==> src/rtl/tgcm_pkg.sv <==
package tgcm_pkg;

	localparam int COL_W = 64;
	localparam int HGT_W = 7;
	localparam int NUM_LANES = 8;
	localparam int LANE_W = COL_W / NUM_LANES;
	localparam int LANE_CNT_W = $clog2(LANE_W + 1);
	localparam int SUM_W = $clog2(COL_W + 1);
	localparam int PROD_W = SUM_W + 4;
	localparam int JOB_DEPTH = 4;
	localparam int PTR_W = $clog2(JOB_DEPTH);
	localparam int CNT_W = $clog2(JOB_DEPTH + 1);

	typedef struct packed {
		logic [LANE_CNT_W-1:0] cur;
		logic [LANE_CNT_W-1:0] prv;
		logic [LANE_CNT_W-1:0] nxt;
	} lane_cnt_t;

	typedef struct packed {
		logic [COL_W-1:0] col;
		logic [HGT_W-1:0] height;
		logic [COL_W-1:0] nxt;
		logic             strip_end;
	} job_t;

	function automatic logic [COL_W-1:0] row_mask(input logic [HGT_W-1:0] h);
		logic [COL_W-1:0] m;
		if (h >= HGT_W'(COL_W)) begin
			m = '1;
		end else begin
			m = (COL_W'(1) << h) - COL_W'(1);
		end
		return m;
	endfunction

endpackage

==> src/rtl/tgcm_lane.sv <==
module tgcm_lane (
	input  logic [tgcm_pkg::LANE_W-1:0] cur_bits,
	input  logic [tgcm_pkg::LANE_W-1:0] prv_bits,
	input  logic [tgcm_pkg::LANE_W-1:0] nxt_bits,
	output tgcm_pkg::lane_cnt_t         cnt
);
	import tgcm_pkg::*;

	always_comb begin
		cnt = '0;
		for (int i = 0; i < LANE_W; i++) begin
			cnt.cur = cnt.cur + LANE_CNT_W'(cur_bits[i]);
			cnt.prv = cnt.prv + LANE_CNT_W'(prv_bits[i]);
			cnt.nxt = cnt.nxt + LANE_CNT_W'(nxt_bits[i]);
		end
	end

endmodule

==> src/rtl/tgcm_merge.sv <==
module tgcm_merge (
	input  tgcm_pkg::lane_cnt_t          lane_cnt [tgcm_pkg::NUM_LANES],
	input  logic [tgcm_pkg::HGT_W-1:0]   height,
	input  logic                         top_pixel,
	output logic                         fill
);
	import tgcm_pkg::*;

	logic [SUM_W-1:0]  cur_sum;
	logic [SUM_W-1:0]  prv_sum;
	logic [SUM_W-1:0]  nxt_sum;
	logic [PROD_W-1:0] cur_x10;
	logic [SUM_W-1:0]  h_ext;

	always_comb begin
		cur_sum = '0;
		prv_sum = '0;
		nxt_sum = '0;
		for (int i = 0; i < NUM_LANES; i++) begin
			cur_sum = cur_sum + SUM_W'(lane_cnt[i].cur);
			prv_sum = prv_sum + SUM_W'(lane_cnt[i].prv);
			nxt_sum = nxt_sum + SUM_W'(lane_cnt[i].nxt);
		end
	end

	assign cur_x10 = (PROD_W'(cur_sum) << 3) + (PROD_W'(cur_sum) << 1);
	assign h_ext   = SUM_W'(height);

	// narrow column, previous not solid, and a stroke on either side
	assign fill = (height != '0)
		&& !top_pixel
		&& (cur_x10 < PROD_W'(height))
		&& (prv_sum != h_ext)
		&& ((prv_sum != '0) || ((nxt_sum != '0) && (nxt_sum != h_ext)));

endmodule

==> src/rtl/text_gap_column_marker.sv <==
// text_gap_column_marker
// Marks narrow gap columns in a binarized text-line strip so that later
// segmentation sees them as separators.
// Input channel s_axis: one pixel column per transfer, strip height in
// tdata, tlast on the final column of the strip.
// Output channel m_axis: one transfer per input column, in column order,
// tdata the column after marking, tuser set when it was filled as a gap,
// tlast on the final column.
// A column is held until the next one arrives, so its result follows the
// next input transfer; the final column of a strip comes out with it.
// The transfer that releases a result writes the job queue; the decision
// stage registers the head's result onto m_axis. Throughput is one column per
// cycle while nothing stalls: the decision stage, with its eight popcount lanes
// and the feedback of the previous result column, handles one column each
// cycle. A tlast transfer after a held column releases two results; the
// four-entry job queue absorbs them and s_axis_tready drops while fewer than
// two entries are free. When m_axis_tready is low the output register holds and
// the queue fills, then s_axis_tready falls. Reset empties the queue, the held
// column and the previous-column state; no strip is in progress after reset.
module text_gap_column_marker #(
	parameter int MAX_STRIP_HEIGHT = 64
) (
	input  logic        clk,
	input  logic        arst_n,
	input  logic        s_axis_tvalid,
	output logic        s_axis_tready,
	input  logic [71:0] s_axis_tdata,  // column_pixels[63:0], strip_height[70:64], zero
	input  logic        s_axis_tlast,
	output logic        m_axis_tvalid,
	input  logic        m_axis_tready,
	output logic [63:0] m_axis_tdata,  // out_pixels[63:0]
	output logic        m_axis_tuser,  // was_filled[0]
	output logic        m_axis_tlast
);
	import tgcm_pkg::*;

	logic             in_xfer;
	logic [COL_W-1:0] in_col;
	logic [HGT_W-1:0] in_h_raw;
	logic [HGT_W-1:0] in_h;

	logic [COL_W-1:0] held_col_q;
	logic [HGT_W-1:0] held_h_q;
	logic             held_valid_q;

	job_t             job_q [JOB_DEPTH];
	logic [PTR_W-1:0] wr_ptr_q;
	logic [PTR_W-1:0] rd_ptr_q;
	logic [CNT_W-1:0] cnt_q;
	logic             wr_one;
	logic             wr_two;
	job_t             job_first;
	job_t             job_last;
	logic [CNT_W-1:0] n_wr;
	logic             pop;
	job_t             head;

	logic [COL_W-1:0] prior_q;
	logic [COL_W-1:0] mask;
	logic [COL_W-1:0] cur_m;
	logic [COL_W-1:0] prv_m;
	logic [COL_W-1:0] nxt_m;
	lane_cnt_t        lane_cnt [NUM_LANES];
	logic             fill;
	logic [COL_W-1:0] result;

	logic             out_valid_q;
	logic [COL_W-1:0] out_data_q;
	logic             out_fill_q;
	logic             out_end_q;

	assign in_col   = s_axis_tdata[COL_W-1:0];
	assign in_h_raw = s_axis_tdata[COL_W+HGT_W-1:COL_W];
	assign in_h     = (in_h_raw > HGT_W'(MAX_STRIP_HEIGHT)) ? HGT_W'(MAX_STRIP_HEIGHT)
		: in_h_raw;

	assign s_axis_tready = (cnt_q <= CNT_W'(JOB_DEPTH - 2));
	assign in_xfer       = s_axis_tvalid && s_axis_tready;

	// held column is decided with the incoming one as its neighbor
	assign job_first.col       = held_valid_q ? held_col_q : in_col;
	assign job_first.height    = held_valid_q ? held_h_q : in_h;
	assign job_first.nxt       = held_valid_q ? in_col : '0;
	assign job_first.strip_end = !held_valid_q;
	assign job_last.col        = in_col;
	assign job_last.height     = in_h;
	assign job_last.nxt        = '0;
	assign job_last.strip_end  = 1'b1;

	assign wr_one = in_xfer && (held_valid_q || s_axis_tlast);
	assign wr_two = in_xfer && held_valid_q && s_axis_tlast;
	assign n_wr   = CNT_W'(wr_one) + CNT_W'(wr_two);

	assign head = job_q[rd_ptr_q];
	assign pop  = (cnt_q != '0) && (!out_valid_q || m_axis_tready);

	always_ff @(posedge clk) begin
		if (wr_one) begin
			job_q[wr_ptr_q] <= job_first;
		end
		if (wr_two) begin
			job_q[wr_ptr_q + PTR_W'(1)] <= job_last;
		end
	end

	always_ff @(posedge clk or negedge arst_n) begin
		if (!arst_n) begin
			wr_ptr_q     <= '0;
			rd_ptr_q     <= '0;
			cnt_q        <= '0;
			held_valid_q <= 1'b0;
		end else begin
			wr_ptr_q <= wr_ptr_q + PTR_W'(n_wr);
			rd_ptr_q <= rd_ptr_q + PTR_W'(pop);
			cnt_q    <= cnt_q + n_wr - CNT_W'(pop);
			if (in_xfer) begin
				held_valid_q <= !s_axis_tlast;
			end
		end
	end

	always_ff @(posedge clk) begin
		if (in_xfer && !s_axis_tlast) begin
			held_col_q <= in_col;
			held_h_q   <= in_h;
		end
	end

	assign mask  = row_mask(head.height);
	assign cur_m = head.col & mask;
	assign prv_m = prior_q & mask;
	assign nxt_m = head.nxt & mask;

	for (genvar g = 0; g < NUM_LANES; g++) begin : g_lane
		tgcm_lane u_lane (
			.cur_bits (cur_m[g*LANE_W +: LANE_W]),
			.prv_bits (prv_m[g*LANE_W +: LANE_W]),
			.nxt_bits (nxt_m[g*LANE_W +: LANE_W]),
			.cnt      (lane_cnt[g])
		);
	end

	tgcm_merge u_merge (
		.lane_cnt  (lane_cnt),
		.height    (head.height),
		.top_pixel (cur_m[0]),
		.fill      (fill)
	);

	assign result = fill ? mask : cur_m;

	always_ff @(posedge clk or negedge arst_n) begin
		if (!arst_n) begin
			prior_q     <= '0;
			out_valid_q <= 1'b0;
		end else begin
			if (pop) begin
				prior_q     <= head.strip_end ? '0 : result;
				out_valid_q <= 1'b1;
			end else if (m_axis_tready) begin
				out_valid_q <= 1'b0;
			end
		end
	end

	always_ff @(posedge clk) begin
		if (pop) begin
			out_data_q <= result;
			out_fill_q <= fill;
			out_end_q  <= head.strip_end;
		end
	end

	assign m_axis_tvalid = out_valid_q;
	assign m_axis_tdata  = out_data_q;
	assign m_axis_tuser  = out_fill_q;
	assign m_axis_tlast  = out_end_q;

endmodule
==> config.mk <==
export PLATFORM = sky130hd
export DESIGN_NAME = text_gap_column_marker
export DESIGN_NICKNAME = d
export VERILOG_FILES = /design/src/rtl/tgcm_pkg.sv /design/src/rtl/tgcm_lane.sv /design/src/rtl/tgcm_merge.sv /design/src/rtl/text_gap_column_marker.sv
export SDC_FILE = /design/constraint.sdc
export NUM_CORES = 2
export LEC_CHECK = 0
export BUFFER_PORTS_ARGS = -buffer_cell sky130_fd_sc_hd__buf_4
export CORE_MARGIN = 4
export CORE_UTILIZATION = 59
export DETAILED_ROUTE_END_ITERATION = 10
export PLACE_DENSITY_LB_ADDON = 0.25
export SYNTH_ARGS = -nofsm -noshare
export SYNTH_HDL_FRONTEND = slang
export SYNTH_HIERARCHICAL = 1
export SYNTH_SLANG_ARGS = --single-unit
==> constraint.sdc <==
create_clock -name clk -period 19.2 [get_ports clk]
set_clock_uncertainty 0.05 [all_clocks]
set_input_delay 0.96 -clock clk [delete_from_list [all_inputs] [get_ports clk]]
set_output_delay 0.96 -clock clk [all_outputs]
set_load 0.02 [all_outputs]
* Word-level counts from Yosys, hierarchy flattened *
Memories as Yosys holds them, arrays and structs flattened.
Cells that the tools add are included.

storage, ports and cells
  bits in registers = 210
  RAM bits = 544
  bits of input ports = 77
  output and inout port bits = 68
  word-level logic and storage cells = 255
  memories kept = 1

memory list
  memory  depth  bits a word  rd ports  clocked after Yosys merged registers in  write ports  line                          source
  job_q   4      136          1         0                                        2            text_gap_column_marker.sv:46  job_t job_q [JOB_DEPTH];

operators by class
  add/subtract/negate cells = 197
  magnitude comparators = 4
  equal/unequal tests = 2
  shifts and indexed selects = 1
  muxes and demuxes = 13
  bitwise logic cells = 3
  reduce and logical (&&, ||, !) cells = 23

operators with widths
  cell                     count
  $add A4 B1 Y4            144
  $mux W64                 5
  $and A64 B64 Y64         3
  $add A7 B4 Y7            18
  $shl A1 B7 Y64 const A   1
  $sub A64 B2 Y64 const B  1
  $add A1 B1 Y2            25
  $reduce_bool A7 Y1       3
  $add A4 B4 Y5            3
  $mux W7                  2
  $ne A7 B7 Y1             2
  $add A10 B8 Y11          1
  $logic_and A1 B1 Y1      11
  $lt A11 B7 Y1            1
  $ge A7 B7 Y1 const B     1
  $gt A7 B7 Y1 const B     1
  $mux W1                  6
  $logic_not A1 Y1         4
  $add A3 B2 Y3            1
  $le A3 B2 Y1 const B     1
  $logic_or A1 B1 Y1       3
  $reduce_bool A3 Y1       1
  $sub A3 B1 Y3            1
  $add A2 B1 Y2            1
  other kinds (3)          3

* Depth between registers and ports, before layout *
An unclocked memory read counts as a cell.

  word-level depth = 26
  gate-level depth with buffers = 50

* Modules after synthesis *
Netlist, hierarchy kept.

by module, submodules not included
  module                  times used  cells an instance  area an instance (sq um)  sequential area each (sq um)
  text_gap_column_marker  1           2669               32982.9                   19673.9
  tgcm_lane               8           63                 536.8                     0.0
  tgcm_merge              1           296                2763.9                    0.0

* Worst setup path after synthesis *
No wires, ideal clock.

  kind = reg-to-reg
  from = reg rd_ptr_q[0]
  to = reg prior_q[62]
  setup time = 0.103 ns
  arrival = 11.017 ns
  setup slack = 8.029 ns
  stages on the path, launching flop included = 49
  buffers on the path = 8
  clock period less this slack = 11.171 ns
  cells stage by stage = dfrtp_1 > buf_6 > mux4_2 > buf_2 > buf_2 > buf_4 > nor3_2 > and2_1 > nand3b_1 > ha_1 > clkbuf_1 > clkbuf_1 > o221ai_1 > nand3_1 > o21ai_0 > nor2b_1 > fa_1 > inv_1 > (+13 left out) > fa_1 > inv_1 > ha_1 > and3_1 > or3_1 > and2_2 > ha_1 > xnor2_1 > ha_1 > nor4_1 > nand2_1 > a2111oi_1 > o311ai_1 > a211oi_2 > buf_1 > clkbuf_1 > nor2_1 > o41ai_2

RTL lines
  element                   line                           source
  start: declaration        text_gap_column_marker.sv:48   logic [PTR_W-1:0] rd_ptr_q;
  start signal: assignment  text_gap_column_marker.sv:114  rd_ptr_q <= rd_ptr_q + PTR_W'(pop);
  end signal: assignment    text_gap_column_marker.sv:158  prior_q <= head.strip_end ? '0 : result;
  end: declaration          text_gap_column_marker.sv:58   logic [COL_W-1:0] prior_q;

==> key figures <==
Run status
  – Status: complete, no violations

Timing
  – Setup_tns: 0 ns
  – Final hold violation count: 0
  – Final Max Slew Viols: 0
  – Final Critical Period: 14.64 ns
  – Final WS setup: 4.56 ns
  – Final setup viols: 0
  – F_max: 0.0683 GHz
  – Crit share post-route: 76.3%
  – Worst slew pin tran: 1.18 ns
  – RSZ-0062 raised after global routing: no
  – Worst relative slew slack: 21.5%

Clocking
  – Hold buffer count at cts: 0
  – CTS HTree Levels: 3
  – Clock Latency Late Sink: 0.63 ns
  – CTS tree: yes
  – Post CTS Setup Buffer Count: 0
  – Root buf cell: clkbuf_16
  – Longest Clk Path Bufs: 3
  – Clock Sinks: 754
  – CTS-repair resized insts: 0
  – Clock slew at reported path FFs: 0.06 ns
  – Cts bufs inserted: 77

Logic synthesis
  – Main combinational cell family by area after synthesis: compound AO/OA/AOI/OAI gates
  – #FFs+latches synth: 754
  – Complex-gate fraction of the synthesized area: 14.2%
  – Syn_nets: 3824
  – Simple-Gate Fraction of Synth Area: 9.99%
  – Mux share of post-synthesis cell area: 7.80%
  – Syn_area_per_cell: 11.5 um^2
  – Seq/Total Area, Yosys: 49.1%
  – Syn Inst Count: 3469
  – Post-Synth Adder-Cell Area: 11.8%
  – Yosys cell types: 87
  – Ys flop type: edfxtp_1
  – Post-synth EDFFs: 421
  – Synth Area in XOR/XNOR: 1.22%
  – Asr flop ratio synth: 9.68%
  – Post-Syn Area: 40000 um^2
  – Synthesis warning total: 6

Setup path
  – Crit Path Category: reg2reg
  – Worst setup SP type: register
  – CP dominant cell by count: fa_1
  – CP Max Fanout: 100
  – Required time of the critical path: 19.71 ns
  – CP Capture Type: register
  – Slowest Stage Delay on Critical Path: 0.85 ns
  – CP arrival: 15.15 ns
  – Slowest CP cell: dfrtp_4

Placement
  – Hpwl dp: 78700 um
  – Placed cells: 4320
  – Post-Place Setup Slack: 4.69 ns
  – GPL Wtd Cong: 0.944
  – Port Buf Inserts: 143

Cells and area
  – Area grow syn2layout: 11.5%
  – Commonest non-fill, non-tap cell in the layout: edfxtp_1
  – Non-filler instance count after layout: 4467
  – Share of cells above drive strength 1: 14.4%
  – Final #Nets: 3881
  – Most frequent cells in the layout: edfxtp_1 (421), inv_1 (400), nand2_1 (369), a22o_1 (327), o21ai_0 (275)

Global route
  – GRT Util Overall: 33.7%
  – Pin count of the biggest net entering global routing: 101
  – GRT overflow: 0
  – Vias in the first global route: 29811
  – Initial antenna violation count: 10
  – First-pass GRT wire length: 181000 um

Floorplan
  – Initial core utilization: 59.5%
  – # IOs: 145
  – Placeable core region: 67300 um^2
  – Rows: 95
  – Die X: 269 um
  – Die Height: 269 um
  – Die area: 72100 um^2

Drt
  – Drt initial violations: 3589
  – Drt wl/cell: 27.3 um
  – Via density: 6.51
  – Drt drc: 0
  – Routed Antenna Nets: 0
  – Via count: 29080
  – Drt total wl: 122000 um
  – Router iterations before antenna repair: 6

Worst hold path
  – Worst hold path class: in2async

Job
  – Max-cap violations: 0
-- cell type report --
| type | instances | area [um^2] |
|---|---|---|
| Sequential cell | 754 | 19700 |
| Antenna cell | 4 | 10.0 |
| Clock buffer | 104 | 2210 |
| Clock inverter | 39 | 519 |
| Tap cell | 873 | 1090 |
| Fill cell | 4908 | 22600 |
| Inverter | 407 | 1530 |
| Timing Repair Buffer | 189 | 1430 |
| Multi-Input combinational cell | 2097 | 18200 |
-- state kept, by name, summed over array words and instances, names as in the netlist --
signal	flops
m_axis_tdata	64
held_h_q	7
held_valid_q	1
prior_q	64
m_axis_tuser	1
held_col_q	64
cnt_q	3
rd_ptr_q	2
wr_ptr_q	2
job_q	544
m_axis_tvalid	1
m_axis_tlast	1
-- per-stage QoR --
step | hold WS, ns | instance area (um^2) | utilization [%]
final | 0.220 | 44600 | 66.3
after global routing | 0.213 | 44600 | 66.3
after CTS | 0.211 | 44600 | 66.3
after detailed placement | 0.387 | 41900 | 62.3
after global placement | 0.377 | 41900 | 62.3
after floorplan | 0.370 | 40000 | -
-- cells by family after synthesis --
family                   after synthesis
multiplexers                         143
adder cells (fa/ha/maj)              278
flip-flops                           754
XOR/XNOR                              56
AO/OA/AOI/OAI                        798
buffers and inverters                618
AND/OR/NAND/NOR                      822
-- synthesized netlist by cell type, drive strengths merged, types with 5 or more instances --
library cell / instances / area share, %
mux2i: 7 / 0.17
o22ai: 5 / 0.078
a21oi: 63 / 0.79
xor2: 13 / 0.28
nor4b: 5 / 0.12
nor2b: 93 / 1.5
inv: 406 / 3.8
mux4: 135 / 7.6
xnor2: 43 / 0.94
nand2b: 10 / 0.16
and2: 148 / 2.3
nand3: 14 / 0.17
fa: 167 / 8.3
dfxtp: 260 / 13
nor3: 14 / 0.20
or2: 18 / 0.28
and3: 17 / 0.27
nand2: 373 / 3.5
o21a: 29 / 0.54
a22o: 327 / 7.2
buf: 37 / 0.42
a31oi: 8 / 0.12
nor4: 9 / 0.17
o41ai: 5 / 0.13
clkbuf: 174 / 1.6
o21ai: 279 / 3.5
a211oi: 9 / 0.22
o31ai: 11 / 0.21
dfrtp: 73 / 4.6
edfxtp: 421 / 32
ha: 111 / 3.5
a21o: 9 / 0.17
nor2: 98 / 0.92
a32o: 12 / 0.30
-- per-layer routing --
metal | GRT usage [%] | wire length, um
met5 | 0 | 34
met4 | 13.5 | 4950
met3 | 8.29 | 13300
met2 | 52.4 | 56300
met1 | 46.3 | 47300
-- critical path: cells and delay by family (launching register included) --
kind / cells / cell delay, ns
buffers and inverters: 10 / 2.06
adders and majority gates: 13 / 5.55
muxes: 1 / 0.33
AOI/OAI and AO/OA: 7 / 2.83
DFF: 1 / 0.85
xor gates and xnor gates: 2 / 0.30
and+or+nand+nor: 11 / 2.35
-- path summary, 6_finish.rpt --
check / start / endpoint / slack [ns] / cells after the start
hold / removal: arst_n / cnt_q[1] / 0.22 / 1
setup reg to reg: rd_ptr_q[1] / prior_q[30] / 4.56 / 44
setup / recovery: rd_ptr_q[1] / prior_q[30] / 4.56 / 44
min in group clk: job_q[2][39] / job_q[2][39] / 0.40 / 2
hold reg to reg: job_q[2][39] / job_q[2][39] / 0.40 / 2
max in group asynchronous: arst_n / prior_q[57] / 17.67 / 2
Power is not shown: default switching activity piles up to over one toggle a cycle in this logic, so the estimate is an artifact.
